File: config.mk
export PLATFORM = sky130hd
export DESIGN_NAME = rxr_uvdiv
export DESIGN_NICKNAME = d
export VERILOG_FILES = /design/src/rtl/core/rxr_pkg.sv /design/src/rtl/core/rxr_uvdiv.sv
export SDC_FILE = /design/constraint.sdc
export NUM_CORES = 2
export LEC_CHECK = 0
export BUFFER_PORTS_ARGS = -buffer_cell sky130_fd_sc_hd__buf_2
export CORE_MARGIN = 1.5
export CORE_UTILIZATION = 60
export DETAILED_ROUTE_END_ITERATION = 16
export PLACE_DENSITY = 0.88
export RECOVER_POWER = 25
export SYNTH_ARGS = -nofsm -noshare
export SYNTH_HDL_FRONTEND = slang
export SYNTH_SLANG_ARGS = --single-unit
File: constraint.sdc
create_clock -name clk -period 4.1 [get_ports clk]
set_clock_uncertainty 0.2 [all_clocks]
set_input_delay 0.82 -clock clk [delete_from_list [all_inputs] [get_ports clk]]
set_output_delay 0.82 -clock clk [all_outputs]
set_load 0.02 [all_outputs]
File: src/rtl/core/rxr_pkg.sv
package rxr_pkg;

  localparam int FRAC_BITS = 16;
  localparam int CW = 32;
  // Magnitude of (plane_z - origin_z) scaled by the fraction bits.
  localparam int DIV_W = CW + FRAC_BITS;
  // Full-precision hit coordinate: origin plus floor(t * dir / 2^FRAC_BITS).
  localparam int PX_W = 2 * CW - FRAC_BITS + 1;
  localparam int UV_BITS = 16;
  localparam int UVQ_W = UV_BITS + 1;
  localparam int UV_LAT = UVQ_W + 1;
  localparam int CFG_IW = 3;

  typedef enum logic [CFG_IW-1:0] {
    REG_X_LOW    = 3'd0,
    REG_X_HIGH   = 3'd1,
    REG_Y_LOW    = 3'd2,
    REG_Y_HIGH   = 3'd3,
    REG_PLANE_Z  = 3'd4,
    REG_MATERIAL = 3'd5
  } cfg_reg_t;

  typedef struct packed {
    logic signed [CW-1:0] ox;
    logic signed [CW-1:0] oy;
    logic signed [CW-1:0] dx;
    logic signed [CW-1:0] dy;
    logic signed [CW-1:0] tmin;
    logic signed [CW-1:0] tmax;
    logic                 dzneg;
    logic                 neg;
    logic                 zero;
  } ray_side_t;

  typedef struct packed {
    logic                 hit;
    logic                 dzneg;
    logic signed [CW-1:0] t;
    logic signed [CW-1:0] px;
    logic signed [CW-1:0] py;
  } uv_side_t;

endpackage

File: src/rtl/core/rxr_uvdiv.sv
module rxr_uvdiv (
  input  logic                   clk,
  input  logic                   en,
  input  logic signed [rxr_pkg::CW:0] num,
  input  logic signed [rxr_pkg::CW:0] den,
  output logic [rxr_pkg::UVQ_W-1:0]   coord
);

  logic [rxr_pkg::CW:0]      rem  [0:rxr_pkg::UVQ_W];
  logic [rxr_pkg::UVQ_W-1:0] quo  [0:rxr_pkg::UVQ_W];
  logic [rxr_pkg::CW-1:0]    dv   [0:rxr_pkg::UVQ_W];
  logic                      zero [0:rxr_pkg::UVQ_W];

  // On a hit the numerator never exceeds the denominator, so the quotient
  // stays within one and the remainder fits the divisor width.
  always_ff @(posedge clk) begin
    if (en) begin
      rem[0]  <= {1'b0, num[rxr_pkg::CW-1:0]};
      quo[0]  <= '0;
      dv[0]   <= den[rxr_pkg::CW-1:0];
      zero[0] <= (den <= 0) || (num <= 0);
    end
  end

  for (genvar j = 0; j < rxr_pkg::UVQ_W; j++) begin : g_step
    logic                   ge;
    logic [rxr_pkg::CW:0]   rr;
    assign ge = rem[j] >= {1'b0, dv[j]};
    assign rr = ge ? (rem[j] - {1'b0, dv[j]}) : rem[j];
    always_ff @(posedge clk) begin
      if (en) begin
        rem[j+1]  <= {rr[rxr_pkg::CW-1:0], 1'b0};
        quo[j+1]  <= {quo[j][rxr_pkg::UVQ_W-2:0], ge};
        dv[j+1]   <= dv[j];
        zero[j+1] <= zero[j];
      end
    end
  end

  assign coord = zero[rxr_pkg::UVQ_W] ? '0 : quo[rxr_pkg::UVQ_W];

endmodule
# After elaboration in Yosys (flattened, before gate mapping)
# Memory sizes are Yosys's and may differ from the RTL's.
# Cells that the tools add are included.
[word_totals] register_bits=0 latch_bits=0 ramBits=1494 mem_bits_ro=0 input_bits=68 mem_count=4
[classes] add_sub_neg=17 n_mul=0 div_mod_pow=0 order_cmp=19 n_eq_ne=0 shift=0 muxes=20 bitwise_logic=0 n_reduce_logical=1
[mem_list] name="rem" words=18 word_bits=33 read_ports=17 rd_ports_with_merged_regs=0 wr=18 line="rxr_uvdiv.sv:9" rtl="logic [rxr_pkg::CW:0] rem [0:rxr_pkg::UVQ_W];"
[mem_list] name="dv" words=18 word_bits=32 read_ports=17 rd_ports_with_merged_regs=0 wr=18 line="rxr_uvdiv.sv:11" rtl="logic [rxr_pkg::CW-1:0] dv [0:rxr_pkg::UVQ_W];"
[mem_list] name="quo" words=18 word_bits=17 read_ports=18 rd_ports_with_merged_regs=0 wr=18 line="rxr_uvdiv.sv:10" rtl="logic [rxr_pkg::UVQ_W-1:0] quo [0:rxr_pkg::UVQ_W];"
[mem_list] name="zero" words=18 word_bits=1 read_ports=18 rd_ports_with_merged_regs=0 wr=18 line="rxr_uvdiv.sv:12" rtl="logic zero [0:rxr_pkg::UVQ_W];"
[op_table] cell="greater-or-equal comparator 33 x 32 -> 1 bit" count=17
[op_table] cell="2-to-1 mux 32 bit" count=17
[op_table] cell="subtractor 32 bit" count=17
[op_table] cell="<= comparator 33 x 1 -> 1 bit, second input constant" count=2
[op_table] cell="2-to-1 mux 17 bit" count=1
[op_table] cell="2-to-1 mux 1 bit" count=2
[op_table] cell="logical OR 1 bit" count=1

# Logic depth before layout (Yosys ltp)
# An unclocked memory read counts as a cell.
[logic_depth] ltp_word=3 mapped_depth=16 ltp_nobuf=14

# Worst setup path before layout
# Ideal clock, no wire load.
[synth_path] kind="reg-to-reg" startpoint="mem dv[10][1] in the netlist's numbering" endpoint="mem rem[11][18] in the netlist's numbering (data pin)" setup_time_ps=260 t_arrival_ps=3069 required_time_ps=3640 path_slack_ps=571 stages_incl_launch_ff=14 n_path_buf=1 synth_period_minus_slack_ps=3529 cell_sequence="edfxtp_1 -> inv_1 -> ha_1 -> nor2b_1 -> o21a_1 -> o21ai_0 -> a21oi_1 -> o21ai_1 -> o31a_1 -> a311oi_1 -> o31a_1 -> o41ai_4 -> buf_2 -> mux2_2"
[synth_lines] element="start, declared" line="rxr_uvdiv.sv:11"
[synth_lines] element="end, declared" line="rxr_uvdiv.sv:9"

==> impl_results.md <==
* Core area at approximately 0.12 mm^2
* Vias at approximately 50000
* Area leader, netlist: edfxtp_1
* CTS clock-pin slew for the worst setup and hold paths at approximately 0.060 ns
* Status: complete, no violations
* PnR worst setup slack at ~0.13 ns
* Die height at 348.2 um
* Synth Cell Area at ~0.07 mm^2
* Die area at approximately 0.12 mm^2
* Number of synthesized flops with an enable pin at approximately 1300
* # H-tree levels at 4
* TritonCTS clock tree: done
* # hold bufs at CTS at 0
* Initial antenna violation count at 0
* Placed instance area at ~0.075 mm^2
* CP peak stage delay at 0.59 ns
* DRC violations left at 0
* Synth unique cells at 95
* Post-Layout Cell Count at between 8000 and 9000
* CP startpoint kind: register
* Synth Area per Inst at 11.03 um^2
* Mapped Nets at 7108
* Post-route cell area at between 0.07 and 0.08 mm^2
* Sequential fraction of the synthesis area at between 50% and 60%
* PwrDens at 784.6 mW/mm^2
* Detailed Place HPWL at approximately 120 mm
* Synth async-reset ratio at 0%
* Horiz. Die Dim at between 300 and 400 um
* Actual slew at the worst max-slew pin at 1.023 ns
* # setup viols final at 0
* Post-route clock period utilization at 96.93%
* Power, Total at approximately 63 mW
* Layout overhead on the synthesized area at 11.73%
* Number of global-route vias before repair at between 50000 and 60000
* Worst-Skew Late Latency at approximately 0.75 ns
* Largest cells by area after synthesis: edfxtp_1, ha_1, a21oi_1
* CP required at roughly 4.4 ns
* Setup Crit Path Kind: register to register
* Slew HR at just over 30%
* Worst path cell trace: ha_1, nand4_1, or4_1, nor4_1, buf_4, a32oi_1, o21ai_0, a211oi_1, o21ai_1, a21o_4, mux2_2
* Flops & latches, synth at 1259
* Syn Inst Count at 6481
* Fmax at 0.2516 GHz
* Detail-routed via count per cell at 5.933
* Clock sink count at approximately 1300
* Crit. End Element: register
* Pleak at 33.21 nW
* Synth top area share at 52.88%
* Layout cells sized above 1 at 9.079%
* Slew Limit Fails at 0
* # rows at 126
* Final hold vios at 0
* Top FF cell, synth: edfxtp_1
* Worst Path Arrival at roughly 4.3 ns
* CTS root buf: clkbuf_16
* Max_cap viols at 0
* FILL cells at 8098
* Routed WL at 154.2 mm
* Placed Instances at around 8200
* Worst-path maximum fanout at 24
* Net total in the final layout at roughly 7400
* Worst slack, placed at between 0.03 and 0.04 ns
* Worst Hold Class: input port to register
* Routed length per instance at roughly 18 um
* I/O Pins at 85
* First-pass GRT wire length at around 250 mm
* Grt ovf at 0
* N_diodes at 0
* All-Layer GR Usage at between 20% and 30%
* TritonCTS Buffers at about 140
* Yosys warnings at 0
* Initial Util at 60.55%
* Fin crit period at between 3 and 4 ns
* Detail Route Antenna Nets at 0
* Largest net degree at the start of global routing at 125
* DRC violation total after the first TritonRoute iteration at 3297
* Crit-path slowest cell: or4_1
* Setup TNS at 0 ns
* Routability cong. at approximately 1.1
* Clock Path Buffers at 3
* PortBufs at 84
* DRT Pass-1 Iters at 10
* Peak supply drop at approximately 0.00047 V
cell usage in the layout (no fill, tap or decap), drive strengths merged, types with 12 or more instances in the layout:
cell	synthesis	routed
and4	12	12
o31ai	35	35
and2	26	26
xor2	195	195
or2	18	18
nand2b	76	76
buf	45	278
o21a	63	63
a21boi	28	28
a2111oi	13	13
a41oi	18	18
nor4	35	35
a21o	282	282
xnor2	245	245
a221oi	13	13
o21ai	540	540
nor3	62	62
nand2	536	536
a31oi	57	57
fa	16	16
nand3	105	105
a311oi	12	12
o31a	15	15
and3	53	53
inv	670	677
nor2	334	334
edfxtp	1259	1259
a211oi	36	36
mux2	113	113
a21oi	521	521
o21bai	53	53
a211o	13	13
clkinv	0	50
nor2b	112	112
o211ai	24	24
nand4	79	79
ha	543	543
clkbuf	102	210
where the power goes:
| group | internal [mW] | switching, mW |
|---|---|---|
| clock | 6.98 | 4.91 |
| sequential | 19.2 | 1.71 |
| combinational | 13.2 | 16.8 |
| total | 39.3 | 23.4 |
registers in the layout, summed over array words and instances, names as in the netlist:
register  flops
zero         18
dv          544
quo         153
rem         544
repair_timing:
| item | in CTS | in global routing |
|---|---|---|
| buffers inserted | 0 | 4 |
| endpoints found under the setup margin | 0 | 168 |
| gates resized for setup | 0 | 26 |
Yosys cell counts (7+ instances only):
cell / instances
buf_4: 8
nor2_1: 334
o21ai_1: 25
a311oi_1: 11
nand2b_1: 76
a31oi_1: 55
nand3_1: 103
nor3_1: 61
inv_1: 667
nand4_1: 79
a221o_1: 11
nor4_1: 35
a211o_1: 13
o211ai_1: 24
or3_1: 9
mux2i_1: 7
edfxtp_1: 1259
a41oi_1: 17
xor2_1: 195
o41ai_1: 8
o21a_1: 63
mux2_1: 31
a21o_1: 282
and3_1: 53
nand2_1: 536
o21bai_1: 53
a21oi_1: 519
mux2_2: 80
o31ai_1: 35
a2111oi_0: 12
and2_1: 26
o21ai_0: 511
a21boi_0: 26
and4_1: 12
o31a_1: 15
nor2b_1: 112
ha_1: 543
or4_1: 10
fa_1: 16
a221oi_1: 13
a211oi_1: 34
xnor2_1: 245
buf_2: 28
or2_2: 16
clkbuf_1: 102
metal layers:
| metal | vias up | routed length, um | GRT usage (%) |
|---|---|---|---|
| met2 | 1575 | 85470 | 50.61 |
| met3 | 592 | 5628 | 3.224 |
| met1 | 23570 | 52010 | 22.90 |
| li1 | 24290 | - | - |
| met4 | 0 | 11120 | 17.68 |
| met5 | - | 0 | 0 |
final cells by class:
class	instances	area, um^2	area share [%]
Sequential cell	1259	37810	47.33
Inverter	670	2515	3.148
Timing Repair Buffer	314	2580	3.230
Multi-Input combinational cell	4405	30730	38.46
Clock buffer	174	3716	4.652
Clock inverter	73	618.1	0.7737
Tap cell	1536	1922	2.406
worst max-delay path, delay by kind of cell, from the launching register on:
kind / cells / cell delay [ns]
fa+ha+maj: 1 / 0.42
simple gates: 3 / 1.27
flops: 1 / 0.41
buf+inv: 1 / 0.20
mux: 1 / 0.38
compound gates: 5 / 0.81
worst paths after layout:
check	to	start	cells after the start	slack, ns
max	rem[1][25]	rem[0][8]	11	0.13
min	rem[0][0]	num[0]	1	0.07
max reg2reg	rem[1][25]	rem[0][8]	11	0.13
min reg2reg	quo[7][4]	quo[6][3]	0	0.21
cell families after synthesis:
| group | count (synthesis) | share of synthesized area, % |
|---|---|---|
| muxes | 120 | 1.888 |
| buffers and inverters | 817 | 4.443 |
| xor gates and xnor gates | 440 | 5.390 |
| adders and majority gates | 559 | 9.951 |
| DFF | 1259 | 52.88 |
| AOI/OAI and AO/OA | 1805 | 15.69 |
| and+or+nand+nor | 1481 | 9.753 |
stage by stage:
step / utilization [%] / hold WS, ns
6_report: 67.65 / 0.07031
5_1_grt: 67.65 / 0.04022
4_1_cts: 67.50 / 0.02860
3_5_place_dp: 63.83 / 0.2045
3_3_place_gp: 63.83 / 0.2003
2_1_floorplan: - / 0.2003
(Power assumes the default switching activity.)
